## src/rtl/pwl_pkg.sv

```systemverilog
`timescale 1ns / 1ps
// ----------------------------------------------------------------------------
// pwl_pkg
// Shared widths, the constant breakpoint table and the sideband type for the
// piecewise-linear temperature lookup.
// ----------------------------------------------------------------------------
package pwl_pkg;

  // Field widths
  localparam int CODE_W   = 12;  // converter code
  localparam int SCALED_W = 16;  // code times ten, up to 40950
  localparam int TEMP_W   = 12;  // tenths of a degree, signed

  // Breakpoint table, ordered by falling scaled code
  localparam int BP_COUNT = 30;
  localparam int BP_IDX_W = $clog2(BP_COUNT);

  // Interpolation widths: largest segment span is 570 codes and the largest
  // temperature step is 100 tenths, so the quotient fits in 7 bits.
  localparam int SPAN_W = 10;
  localparam int QUO_W  = 7;
  localparam int REM_W  = SPAN_W + QUO_W;

  localparam logic signed [TEMP_W-1:0] BP_TEMP [BP_COUNT] = '{
    -12'sd400, -12'sd350, -12'sd300, -12'sd250, -12'sd200, -12'sd150,
    -12'sd100, -12'sd50,  12'sd0,    12'sd50,   12'sd100,  12'sd150,
    12'sd200,  12'sd250,  12'sd300,  12'sd350,  12'sd400,  12'sd450,
    12'sd500,  12'sd550,  12'sd600,  12'sd650,  12'sd700,  12'sd750,
    12'sd800,  12'sd850,  12'sd900,  12'sd950,  12'sd1000, 12'sd1100
  };

  localparam logic [SCALED_W-1:0] BP_CODE [BP_COUNT] = '{
    16'd12410, 16'd12380, 16'd12340, 16'd12280, 16'd12210, 16'd12110,
    16'd11990, 16'd11850, 16'd11660, 16'd11450, 16'd11180, 16'd10880,
    16'd10530, 16'd10130, 16'd9690,  16'd9200,  16'd8680,  16'd8140,
    16'd7580,  16'd7010,  16'd6440,  16'd5890,  16'd5350,  16'd4840,
    16'd4370,  16'd3930,  16'd3520,  16'd3150,  16'd2810,  16'd2480
  };

  // Values that ride along the divider stages
  typedef struct packed {
    logic signed [TEMP_W-1:0] x0;
    logic                     in_range;
  } pwl_side_t;

endpackage

```

## src/rtl/pwl_div.sv

```systemverilog
`timescale 1ns / 1ps
// ----------------------------------------------------------------------------
// pwl_div
// Pipelined restoring divider, one quotient bit per stage, with a sideband
// that travels alongside. Each stage holds while it is full and the one after it cannot take its beat.
// ----------------------------------------------------------------------------
module pwl_div (
  input  logic                        clk_i,
  input  logic                        rst_ni,
  input  logic                        in_valid_i,
  output logic                        in_ready_o,
  input  logic [pwl_pkg::REM_W-1:0]   num_i,
  input  logic [pwl_pkg::SPAN_W-1:0]  den_i,
  input  pwl_pkg::pwl_side_t          side_i,
  output logic                        out_valid_o,
  input  logic                        out_ready_i,
  output logic [pwl_pkg::QUO_W-1:0]   quo_o,
  output logic [pwl_pkg::REM_W-1:0]   rem_o,
  output pwl_pkg::pwl_side_t          side_o
);

  localparam int NS = pwl_pkg::QUO_W;

  logic                        v_q    [NS];
  logic                        en     [NS];
  logic [pwl_pkg::REM_W-1:0]   rem_q  [NS];
  logic [pwl_pkg::REM_W-1:0]   rem_d  [NS];
  logic [pwl_pkg::QUO_W-1:0]   quo_q  [NS];
  logic [pwl_pkg::QUO_W-1:0]   quo_d  [NS];
  logic [pwl_pkg::SPAN_W-1:0]  den_q  [NS];
  pwl_pkg::pwl_side_t          side_q [NS];

  genvar j;
  generate
    for (j = 0; j < NS; j++) begin : g_stage
      localparam int BIT = NS - 1 - j;

      logic                        v_in;
      logic [pwl_pkg::REM_W-1:0]   rem_in;
      logic [pwl_pkg::QUO_W-1:0]   quo_in;
      logic [pwl_pkg::SPAN_W-1:0]  den_in;
      pwl_pkg::pwl_side_t          side_in;
      logic [pwl_pkg::REM_W-1:0]   trial;

      if (j == 0) begin : g_first
        assign v_in    = in_valid_i;
        assign rem_in  = num_i;
        assign quo_in  = '0;
        assign den_in  = den_i;
        assign side_in = side_i;
      end else begin : g_next
        assign v_in    = v_q[j-1];
        assign rem_in  = rem_q[j-1];
        assign quo_in  = quo_q[j-1];
        assign den_in  = den_q[j-1];
        assign side_in = side_q[j-1];
      end

      // stage holds while full and the next stage cannot take its beat
      if (j == NS - 1) begin : g_last_en
        assign en[j] = !v_q[j] || out_ready_i;
      end else begin : g_mid_en
        assign en[j] = !v_q[j] || en[j+1];
      end

      // try to subtract the shifted divisor for this quotient bit
      assign trial = pwl_pkg::REM_W'(den_in) << BIT;

      always_comb begin
        rem_d[j] = rem_in;
        quo_d[j] = quo_in;
        if (rem_in >= trial) begin
          rem_d[j]      = rem_in - trial;
          quo_d[j][BIT] = 1'b1;
        end
      end

      always_ff @(posedge clk_i or negedge rst_ni) begin
        if (!rst_ni) begin
          v_q[j] <= 1'b0;
        end else if (en[j]) begin
          v_q[j] <= v_in;
        end
      end

      always_ff @(posedge clk_i) begin
        if (en[j] && v_in) begin
          rem_q[j]  <= rem_d[j];
          quo_q[j]  <= quo_d[j];
          den_q[j]  <= den_in;
          side_q[j] <= side_in;
        end
      end
    end
  endgenerate

  assign in_ready_o  = en[0];
  assign out_valid_o = v_q[NS-1];
  assign quo_o       = quo_q[NS-1];
  assign rem_o       = rem_q[NS-1];
  assign side_o      = side_q[NS-1];

endmodule

```

## src/rtl/piecewise_linear_temperature_lookup.sv

```systemverilog
`timescale 1ns / 1ps
// Takes one converter code per cycle while nothing stalls and returns one
// temperature beat per code, in order. Each code passes through 4 front
// stages, one divider stage per quotient bit, and the output register. The
// sustained rate of one beat per cycle is set by the pipelined divider,
// which retires one quotient bit per stage. Every stage holds its beat while
// it is full and the stage after it cannot take it, so a stalled output fills
// the pipeline before the input ready drops.
// ----------------------------------------------------------------------------
// piecewise_linear_temperature_lookup
// Scales the code by ten, finds the first bracketing breakpoint segment and
// interpolates the temperature in tenths of a degree, truncated toward zero.
// ----------------------------------------------------------------------------
module piecewise_linear_temperature_lookup #(
  parameter int TABLE_POINTS = 30
) (
  input  logic                               clk_i,
  input  logic                               rst_ni,
  input  logic                               in_valid_i,
  output logic                               in_ready_o,
  input  logic [pwl_pkg::CODE_W-1:0]         adc_code_i,
  output logic                               out_valid_o,
  input  logic                               out_ready_i,
  output logic signed [pwl_pkg::TEMP_W-1:0]  temperature_tenths_o,
  output logic                               in_range_o
);

  localparam int POINTS = (TABLE_POINTS > pwl_pkg::BP_COUNT) ? pwl_pkg::BP_COUNT
                                                              : TABLE_POINTS;

  // Stage 1: scaled code
  logic                          s1_v_q, s1_en;
  logic [pwl_pkg::SCALED_W-1:0]  s1_a_q, s1_a_d;

  // Stage 2: segment index
  logic                          s2_v_q, s2_en;
  logic [pwl_pkg::SCALED_W-1:0]  s2_a_q;
  logic [pwl_pkg::BP_IDX_W-1:0]  s2_idx_q, s2_idx_d;
  logic                          s2_hit_q, s2_hit_d;

  // Stage 3: segment constants
  logic                          s3_v_q, s3_en;
  logic signed [pwl_pkg::TEMP_W-1:0] s3_x0_q;
  logic [pwl_pkg::QUO_W-1:0]     s3_dx_q, s3_dx_d;
  logic [pwl_pkg::SPAN_W-1:0]    s3_span_q, s3_span_d;
  logic [pwl_pkg::SPAN_W-1:0]    s3_dist_q, s3_dist_d;
  logic                          s3_hit_q;
  logic [pwl_pkg::BP_IDX_W-1:0]  s2_idx_nxt;

  // Stage 4: numerator
  logic                          s4_v_q, s4_en;
  logic [pwl_pkg::REM_W-1:0]     s4_num_q;
  logic [pwl_pkg::SPAN_W-1:0]    s4_span_q;
  pwl_pkg::pwl_side_t            s4_side_q;

  // Divider and output
  logic                          div_in_ready, div_out_valid;
  logic [pwl_pkg::QUO_W-1:0]     div_quo;
  logic [pwl_pkg::REM_W-1:0]     div_rem;
  pwl_pkg::pwl_side_t            div_side;
  logic                          out_en;
  logic signed [pwl_pkg::TEMP_W-1:0] temp_q, temp_d;
  logic                          range_q;

  // Stall chain: a stage moves when empty or when its successor moves
  assign out_en     = !out_valid_o || out_ready_i;
  assign s4_en      = !s4_v_q || div_in_ready;
  assign s3_en      = !s3_v_q || s4_en;
  assign s2_en      = !s2_v_q || s3_en;
  assign s1_en      = !s1_v_q || s2_en;
  assign in_ready_o = s1_en;

  // code * 10 = code * 8 + code * 2
  assign s1_a_d = (pwl_pkg::SCALED_W'(adc_code_i) << 3) + (pwl_pkg::SCALED_W'(adc_code_i) << 1);

  // First segment in table order with y[i+1] <= a <= y[i]
  always_comb begin
    s2_idx_d = '0;
    s2_hit_d = 1'b0;
    for (int i = POINTS - 2; i >= 0; i--) begin
      if (s1_a_q <= pwl_pkg::BP_CODE[i] && s1_a_q >= pwl_pkg::BP_CODE[i+1]) begin
        s2_idx_d = pwl_pkg::BP_IDX_W'(i);
        s2_hit_d = 1'b1;
      end
    end
  end

  // Segment constants: temperature step, code span, distance from the upper end
  assign s2_idx_nxt = s2_idx_q + pwl_pkg::BP_IDX_W'(1);
  assign s3_dx_d    = pwl_pkg::QUO_W'(pwl_pkg::BP_TEMP[s2_idx_nxt] - pwl_pkg::BP_TEMP[s2_idx_q]);
  assign s3_span_d  = pwl_pkg::SPAN_W'(pwl_pkg::BP_CODE[s2_idx_q] - pwl_pkg::BP_CODE[s2_idx_nxt]);
  assign s3_dist_d  = pwl_pkg::SPAN_W'(pwl_pkg::BP_CODE[s2_idx_q] - s2_a_q);

  // Final add; negative results round up so the sum truncates toward zero
  always_comb begin
    temp_d = div_side.x0 + $signed(pwl_pkg::TEMP_W'(div_quo));
    if (div_side.x0 < 0 && div_rem != '0) begin
      temp_d = temp_d + pwl_pkg::TEMP_W'(1);
    end
    if (!div_side.in_range) begin
      temp_d = '0;
    end
  end

  // Valid bits
  always_ff @(posedge clk_i or negedge rst_ni) begin
    if (!rst_ni) begin
      s1_v_q      <= 1'b0;
      s2_v_q      <= 1'b0;
      s3_v_q      <= 1'b0;
      s4_v_q      <= 1'b0;
      out_valid_o <= 1'b0;
    end else begin
      if (s1_en)  s1_v_q      <= in_valid_i;
      if (s2_en)  s2_v_q      <= s1_v_q;
      if (s3_en)  s3_v_q      <= s2_v_q;
      if (s4_en)  s4_v_q      <= s3_v_q;
      if (out_en) out_valid_o <= div_out_valid;
    end
  end

  // Payload registers
  always_ff @(posedge clk_i) begin
    if (s1_en && in_valid_i) begin
      s1_a_q <= s1_a_d;
    end
    if (s2_en && s1_v_q) begin
      s2_a_q   <= s1_a_q;
      s2_idx_q <= s2_idx_d;
      s2_hit_q <= s2_hit_d;
    end
    if (s3_en && s2_v_q) begin
      s3_x0_q   <= pwl_pkg::BP_TEMP[s2_idx_q];
      s3_dx_q   <= s3_dx_d;
      s3_span_q <= s3_span_d;
      s3_dist_q <= s3_dist_d;
      s3_hit_q  <= s2_hit_q;
    end
    if (s4_en && s3_v_q) begin
      s4_num_q           <= pwl_pkg::REM_W'(s3_dx_q * s3_dist_q);
      s4_span_q          <= s3_span_q;
      s4_side_q.x0       <= s3_x0_q;
      s4_side_q.in_range <= s3_hit_q;
    end
    if (out_en && div_out_valid) begin
      temp_q  <= temp_d;
      range_q <= div_side.in_range;
    end
  end

  pwl_div u_div (
    .clk_i       (clk_i),
    .rst_ni      (rst_ni),
    .in_valid_i  (s4_v_q),
    .in_ready_o  (div_in_ready),
    .num_i       (s4_num_q),
    .den_i       (s4_span_q),
    .side_i      (s4_side_q),
    .out_valid_o (div_out_valid),
    .out_ready_i (out_en),
    .quo_o       (div_quo),
    .rem_o       (div_rem),
    .side_o      (div_side)
  );

  assign temperature_tenths_o = temp_q;
  assign in_range_o           = range_q;

endmodule

```

## config.mk

```make
export PLATFORM = sky130hd
export DESIGN_NAME = piecewise_linear_temperature_lookup
export DESIGN_NICKNAME = d
export VERILOG_FILES = /design/src/rtl/pwl_pkg.sv /design/src/rtl/pwl_div.sv /design/src/rtl/piecewise_linear_temperature_lookup.sv
export SDC_FILE = /design/constraint.sdc
export NUM_CORES = 1
export LEC_CHECK = 0
export BUFFER_PORTS_ARGS = -buffer_cell sky130_fd_sc_hd__buf_2
export CORE_UTILIZATION = 45
export DETAILED_ROUTE_END_ITERATION = 16
export GPL_TIMING_DRIVEN = 1
export PLACE_DENSITY_LB_ADDON = 0.05
export SLEW_MARGIN = 25
export SYNTH_ARGS = -nofsm -noshare
export SYNTH_HDL_FRONTEND = slang
export SYNTH_SLANG_ARGS = --single-unit
```

## constraint.sdc

```tcl
create_clock -name clk_i -period 6.25 [get_ports clk_i]
set_clock_uncertainty 0.15 [all_clocks]
set_input_delay 0.9375 -clock clk_i [delete_from_list [all_inputs] [get_ports clk_i]]
set_output_delay 0.9375 -clock clk_i [all_outputs]
set_load 0.005 [all_outputs]
```

== Word level (Yosys, flattened, before mapping) ==
Memories as Yosys holds them, arrays and structs flattened.
Cells that the tools add are included.

* ROM bits: 1,792
* Input port bits: 16
* Logic and storage cells: 262
* RAM bits: 329
* Output and inout bits: 15
* Memories: 8
* Flip-flop bits (word level): 137

{| class="wikitable"
|+ Memories
! name !! words !! width !! read ports !! clocked after Yosys merged registers in !! write ports !! RTL line !! RTL
|-
| (name not given) || 32 || 16 || 1 || 0 || 0 || piecewise_linear_temperature_lookup.sv:92 || <nowiki>assign s3_dist_d = pwl_pkg::SPAN_W'(pwl_pkg::BP_CODE[s2_idx_q] - s2_a_q);</nowiki>
|-
| (name not given) || 32 || 16 || 1 || 0 || 0 || piecewise_linear_temperature_lookup.sv:91 || <nowiki>assign s3_span_d = pwl_pkg::SPAN_W'(pwl_pkg::BP_CODE[s2_idx_q] - pwl_pkg::BP_CODE[s2_idx_nxt]);</nowiki>
|-
| (name not given) || 32 || 12 || 1 || 0 || 0 || piecewise_linear_temperature_lookup.sv:133 || <nowiki>s3_x0_q <= pwl_pkg::BP_TEMP[s2_idx_q];</nowiki>
|-
| (name not given) || 32 || 12 || 1 || 0 || 0 || piecewise_linear_temperature_lookup.sv:90 || <nowiki>assign s3_dx_d = pwl_pkg::QUO_W'(pwl_pkg::BP_TEMP[s2_idx_nxt] - pwl_pkg::BP_TEMP[s2_idx_q]);</nowiki>
|-
| u_div.rem_q || 7 || 17 || 7 || 0 || 7 || pwl_div.sv:26 || <nowiki>logic [pwl_pkg::REM_W-1:0] rem_q [NS];</nowiki>
|-
| u_div.side_q || 7 || 13 || 7 || 0 || 7 || pwl_div.sv:31 || <nowiki>pwl_pkg::pwl_side_t side_q [NS];</nowiki>
|-
| +2 memories || n/a || n/a || n/a || n/a || n/a || n/a ||
|}

* Reductions and logical operators: 72
* Order comparisons: 68
* Bitwise logic cells: 2
* $mul: 1
* Add/subtract/negate cells: 14
* Multiplexer cells: 66

{| class="wikitable"
|+ Operator list
! cell !! number
|-
| $le A16 B14 Y1 const B || 17
|-
| $ge A16 B14 Y1 const B || 16
|-
| $ge A16 B13 Y1 const B || 8
|-
| $le A16 B13 Y1 const B || 8
|-
| $mux W17 || 7
|-
| $ge A16 B12 Y1 const B || 5
|-
| $mux W5 || 13
|-
| $le A16 B12 Y1 const B || 4
|-
| $logic_and A1 B1 Y1 || 42
|-
| $mux W10 || 4
|-
| $mux W12 || 3
|-
| $mux W4 || 8
|-
| $reduce_or A28 Y1 || 1
|-
| $mux W1 || 23
|-
| $sub A10 B10 Y10 || 2
|-
| $ge A17 B10 Y1 || 1
|-
| $ge A17 B11 Y1 || 1
|-
| $ge A17 B12 Y1 || 1
|-
| $ge A17 B13 Y1 || 1
|-
| $ge A17 B14 Y1 || 1
|-
| $ge A17 B15 Y1 || 1
|-
| $ge A17 B16 Y1 || 1
|-
| $mul A7 B10 Y17 || 1
|-
| $reduce_bool A17 Y1 || 1
|-
| 24 further kinds || 53
|}

== Depth between registers and ports, before layout ==
* Depth after elaboration: 30
* Depth in mapped cells: 22
* Depth with buffers taken out: 19

== Hierarchy ==
A second synthesis with hierarchy kept.

* Cells, all modules: 2,195
* Area total of the unflattened synthesis: 24,636.1 um2

{| class="wikitable"
|+ Modules (own cells, without submodules)
! module !! seq. area each (um2) !! cells each !! instances !! area an instance (um2)
|-
| pwl_div || 9,123.8 || 1,038 || 1 || 14,073.5
|-
| piecewise_linear_temperature_lookup || 3,578.4 || 1,157 || 1 || 10,562.6
|}

== Worst setup path before layout ==
Ideal clock, no wire load.

* Path kind: register to register
* Start: register s2_idx_q[2] (netlist name)
* End: register s3_span_q[9] (netlist name), data pin
* Arrival time: 4,332 ps
* Cell stages (with the launch flop): 22
* Buffers on the path: 6
* Clock period less this slack: 4,741 ps
* Data required time: 5,840 ps
* Slack: 1,509 ps
* Path through: edfxtp_1 buf_1 clkbuf_1 buf_1 inv_1 ha_1 clkbuf_1 clkbuf_1 buf_1 a211oi_1 nor2_1 a21oi_1 ha_1 fa_1 nor2b_1 o21ai_0 a21boi_0 o21ai_0 nand2b_1 a21o_1 a21oi_1 xnor2_1

* Cells in the longest elaborated chain, start to end: 6
* Elaborated cells between the ends (all ways): 10
* Those cells by class: add/sub (2); mux (4); bitwise (2); memory (2)

{| class="wikitable"
|+ Ends and longest elaborated chain
! element !! RTL line !! RTL
|-
| start, declared || piecewise_linear_temperature_lookup.sv:38 || <nowiki>logic [pwl_pkg::BP_IDX_W-1:0] s2_idx_q, s2_idx_d;</nowiki>
|-
| start signal, assigned || piecewise_linear_temperature_lookup.sv:129 || <nowiki>s2_idx_q <= s2_idx_d;</nowiki>
|-
| $add A5 B1 Y5 || piecewise_linear_temperature_lookup.sv:89 || <nowiki>assign s2_idx_nxt = s2_idx_q + pwl_pkg::BP_IDX_W'(1);</nowiki>
|-
| $not A5 Y6 (implied by the code) || piecewise_linear_temperature_lookup.sv:91 ||
|-
| $mem_v2 Z32 W16 || n/a ||
|-
| $mux W10 (implied by the code) (2 in series) || piecewise_linear_temperature_lookup.sv:91 ||
|-
| $sub A10 B10 Y10 (*) || piecewise_linear_temperature_lookup.sv:91 ||
|-
| net s3_span_d, one bit || piecewise_linear_temperature_lookup.sv:45 || <nowiki>logic [pwl_pkg::SPAN_W-1:0] s3_span_q, s3_span_d;</nowiki>
|-
| end signal, assigned || piecewise_linear_temperature_lookup.sv:135 || <nowiki>s3_span_q <= s3_span_d;</nowiki>
|-
| end, declared || piecewise_linear_temperature_lookup.sv:45 ||
|}

Mark *: on every way through the listed nets, which the timed path passes. The rest lies on a longest branch. The select of a mux whose other input is x is not followed.
A chain may end at the register's enable or synchronous reset.

== Worst setup path in the final report ==
* Start: register s3_dx_q[3] (netlist name)
* End: register s4_num_q[16] (netlist name), data pin

* Cells in the longest elaborated chain, start to end: 1

{| class="wikitable"
|+ Ends and longest elaborated chain
! element !! RTL line !! RTL
|-
| start, declared || piecewise_linear_temperature_lookup.sv:44 || <nowiki>logic [pwl_pkg::QUO_W-1:0] s3_dx_q, s3_dx_d;</nowiki>
|-
| start signal, assigned || piecewise_linear_temperature_lookup.sv:134 || <nowiki>s3_dx_q <= s3_dx_d;</nowiki>
|-
| $mul A7 B10 Y17 || piecewise_linear_temperature_lookup.sv:140 || <nowiki>s4_num_q <= pwl_pkg::REM_W'(s3_dx_q * s3_dist_q);</nowiki>
|-
| end signal, assigned || piecewise_linear_temperature_lookup.sv:140 ||
|-
| end, declared || piecewise_linear_temperature_lookup.sv:52 || <nowiki>logic [pwl_pkg::REM_W-1:0] s4_num_q;</nowiki>
|}

No other way between the ends.

==> results.txt <==
----------------------------------------------------
[Setup path]
  Crit path required time ... approximately 6.4 ns
  CP Data Arrival Time ... 5.13 ns
  Largest stage delay on the critical path ... 0.54 ns
  Element type at the critical path start ... flip-flop
  Crit Path Max Fanout ... 9
  Cell repeated most along the worst path ... sky130_fd_sc_hd__fa_1
  Cells along the critical path ... and2_1, fa_1, inv_1, fa_1, fa_1, inv_1, ha_1, fa_1, a21o_1, a21oi_1, o21bai_1, a21oi_1, o21ai_0, a21o_1, a21oi_1, xnor2_1
  Startpoint of the worst register-to-register path ... s3_dx_q[3]
  Startpoint of the most critical setup path ... s3_dx_q[3]
  Critical Path Slowest Stage Cell ... sky130_fd_sc_hd__fa_1
  Endpoint kind of the worst setup timing path ... flip-flop
  Critical setup path kind ... reg -> reg

[STA]
  Fin crit share ... 79.5%
  Summed negative setup slack over all endpoints ... 0 ns
  Worst hold slack ... 0.0815 ns
  Final Hold Violating Endpoints ... 0
  Setup slack after layout ... 1.28 ns
  Total setup violations reported at the end of the flow ... 0
  Post-layout minimum cycle time ... 4.97 ns
  Tightest slew margin relative to the limit ... 30.7%
  Fmax ... slightly above 200 MHz
  Slew of the pin with the lowest slew margin ... roughly 1.0 ns
  Unrepaired setup endpoints after global routing ... false
  Max-slew violations ... 0

[Clock network]
  Clock Root Buffer ... sky130_fd_sc_hd__clkbuf_16
  CTS Hold Buffers Added ... 0
  Skew-Pair Late Insertion Delay ... 0.58 ns
  Clock tree from TritonCTS ... yes
  Register clock-pin slew on the reported worst setup and hold paths ... 0.06 ns
  H-tree level count ... 2
  Num CTS Buffers ... 44
  Number of post-CTS setup repair buffers ... 0
  Post-CTS sizing ... 0
  CTS sink cnt ... 399
  Buffers from clock root to sink, at most ... 3

[Route]
  First-pass iteration count of the detailed router ... 5
  Routed length per instance ... between 15 and 20 um
  Post-detailed-route DRC marker count ... 0
  Final Routed Wirelength ... between 50000 and 60000 um
  Per-cell via count in the routed design ... 5.50
  Routed vias ... 15500
  Post-DRT Antenna Nets ... 0
  Count of routing violations after the opening detailed-route iteration ... about 1200

[Yosys]
  Count of flip-flops with a built-in enable after synthesis ... 387
  Post-synthesis instance total ... roughly 2100
  Share of flip-flops with an asynchronous set or reset after synthesis ... 3.01%
  Sequential share of the synthesized area ... 51.6%
  Yosys reg bits ... 399
  Post-synth top flop ... sky130_fd_sc_hd__edfxtp_1
  Syn_nets ... 2294
  Synthesized area divided by synthesized cell count ... 11.0 um^2
  Netlist area before placement ... 23100 um^2
  Number of warnings printed during yosys synthesis ... 0
  Number of library cell types mapped by synthesis ... 82

[Floorplanning]
  Number of rows in the core area ... 82
  Total Die Area ... roughly 52000 um^2
  Vertical die dimension ... 229 um
  Core footprint ... 50400 um^2
  Starting Density ... a little under half
  Top-Level Pins ... 31
  Die boundary width ... 229 um

[Power]
  Combinational cell fraction of total power ... 49.5%
  Switching power as a share of total power ... between 30% and 40%
  Total power per unit cell area ... 600 nW/um^2
  Switching power ... 5.97 mW
  VDD IR max ... roughly 0.00047 V
  Internal portion of total power ... 9.34 mW
  Leakage ... ~9.9 nW
  Post-layout power ... between 15 and 20 mW
  Share of total power in the clock network ... 17.1%
  Sequential group share of total power ... 33.4%

[Flow run]
  Maximum Capacitance Violations ... 0

[Run status]
  Status ... finished clean

[Min path]
  Path class of the lowest-slack min-delay path ... in -> async

[Final layout]
  Antenna diode count ... 0
  Net total in the final layout ... between 2000 and 2500
  Area added between synthesis and finish ... 10.4%
  Ratio of cells with drive above 1 in the final layout ... 8.10%
  Final cell count without fillers ... 2819

[Place]
  Placement-stage worst setup slack ... 1.28 ns
  Global placement routability congestion ... 0.916
  Instance count after placement with tap cells included ... 2737
  PortBufs ... 30
  Detailed placer's ending HPWL ... 38900 um

[Global routing]
  Grt ovf ... 0
  Antenna violations before repair ... 0
  First-pass GRT wire length ... 83200 um
  Via count of the first global-routing pass ... ~16000
  Maximum number of pins on one net before global-route repair ... 46
  Total Routing Usage GR ... 20.0%

----------------------------------------------------
==> cells by family after synthesis <==
logic type      Yosys count  share of synthesized area (%)
compound gates          455                           12.4
xor+xnor                114                           4.32
fa+ha+maj               185                           11.4
buf+inv                 256                           4.22
flops                   399                           51.6
mux                      39                           1.79
simple gates            645                           14.3
==> metal layers <==
layer / GRT usage (%) / wire, um
met5: 0 / 0
met4: 6.15 / 1310
met3: 2.88 / 2160
met2: 35.7 / 25900
met1: 24.8 / 22400
==> power by group through the flow <==
stage	logic (mW)	registers, mW	clock network [mW]
after CTS	7.63	5.12	2.70
after global routing	8.67	5.21	2.80
after floorplan	5.93	4.88	0
after global placement	7.49	5.15	0
final	7.57	5.11	2.62
after detailed placement	7.53	5.17	0
==> synth_stat cells, drive strengths merged (15+ instances only) <==
master	count	area, um^2
fa	41	821
xor2	41	359
mux2	18	203
a211oi	18	135
o211ai	15	113
o31ai	20	150
and2	42	263
o21ai	118	591
nand3	39	195
ha	144	1800
nor2	139	522
a21o	38	287
xnor2	73	639
a21boi	21	161
nor4	24	150
nand2b	39	244
nand2	165	619
clkbuf	60	225
nor3	40	220
nand4	21	131
mux2i	21	210
buf	19	85.1
edfxtp	387	11600
a21oi	133	666
nor2b	40	250
inv	176	661
or3	19	124
or2	17	106
==> final timing paths <==
kind | cells after the start | slack (ns) | end
setup / recovery | 16 | 1.28 | s4_num_q[16]
hold / removal | 1 | 0.08 | s3_v_q
setup reg to reg | 16 | 1.28 | s4_num_q[16]
hold reg to reg | 0 | 0.26 | u_div.side_q[3][6]
max in group asynchronous | 1 | 5.64 | u_div.out_valid_o
min in group clk_i | 0 | 0.26 | u_div.side_q[3][6]
==> area by class of cell <==
cell class,count,area [um^2]
flip-flops and latches,399,11900
multi-input cells,1438,10200
well taps,672,841
fillers,4484,24900
inverters,177,664
clock inverters,36,379
repair buffers,52,348
clock buffers,45,1100
==> stage by stage <==
step / utilization (%) / cell area, um^2
after detailed placement: 47.6 / 24000
after global placement: 47.6 / 24000
after global routing: 50.6 / 25500
after CTS: 50.6 / 25500
after floorplan: - / 23100
final: 50.6 / 25500
==> registers in the layout, summed over array words and instances, names as in the netlist, 9 cells and up <==
register              cells
s4_span_q                 9
s4_side_q                12
s3_x0_q                  11
u_div.den_q              54
s4_num_q                 15
temperature_tenths_o     12
s3_span_q                 9
s1_a_q                   15
s3_dist_q                 9
u_div.side_q             84
u_div.quo_q              28
s2_a_q                    9
u_div.rem_q             106
==> layout by cell type, fill, tap and decap left out, types with 12 or more instances in the layout <==
| cell type | instances |
|---|---|
| sky130_fd_sc_hd__a211oi_1 | 18 |
| sky130_fd_sc_hd__a21boi_0 | 18 |
| sky130_fd_sc_hd__a21o_1 | 37 |
| sky130_fd_sc_hd__a21oi_1 | 133 |
| sky130_fd_sc_hd__a31oi_1 | 12 |
| sky130_fd_sc_hd__and2_1 | 38 |
| sky130_fd_sc_hd__and3_1 | 12 |
| sky130_fd_sc_hd__buf_2 | 30 |
| sky130_fd_sc_hd__buf_4 | 20 |
| sky130_fd_sc_hd__clkbuf_16 | 44 |
| sky130_fd_sc_hd__dfrtp_1 | 12 |
| sky130_fd_sc_hd__edfxtp_1 | 387 |
| sky130_fd_sc_hd__fa_1 | 41 |
| sky130_fd_sc_hd__ha_1 | 144 |
| sky130_fd_sc_hd__inv_1 | 176 |
| sky130_fd_sc_hd__mux2_2 | 18 |
| sky130_fd_sc_hd__mux2i_1 | 21 |
| sky130_fd_sc_hd__nand2_1 | 165 |
| sky130_fd_sc_hd__nand2b_1 | 39 |
| sky130_fd_sc_hd__nand3_1 | 39 |
| sky130_fd_sc_hd__nand4_1 | 21 |
| sky130_fd_sc_hd__nor2_1 | 138 |
| sky130_fd_sc_hd__nor2b_1 | 38 |
| sky130_fd_sc_hd__nor3_1 | 36 |
| sky130_fd_sc_hd__nor4_1 | 24 |
| sky130_fd_sc_hd__o211ai_1 | 15 |
| sky130_fd_sc_hd__o21a_1 | 14 |
| sky130_fd_sc_hd__o21ai_0 | 115 |
| sky130_fd_sc_hd__o31ai_1 | 20 |
| sky130_fd_sc_hd__or2_2 | 12 |
| sky130_fd_sc_hd__or3_1 | 18 |
| sky130_fd_sc_hd__xnor2_1 | 73 |
| sky130_fd_sc_hd__xor2_1 | 41 |
==> critical path: cells and delay by family, from the launching register on <==
family                     cells  cell delay (ns)
xor gates and xnor gates       1             0.08
adders and majority gates      5             2.34
AOI/OAI and AO/OA              7             1.29
and+or+nand+nor                1             0.23
DFF                            1             0.51
buffers and inverters          2             0.10
Power figures use the tool's default switching activity.
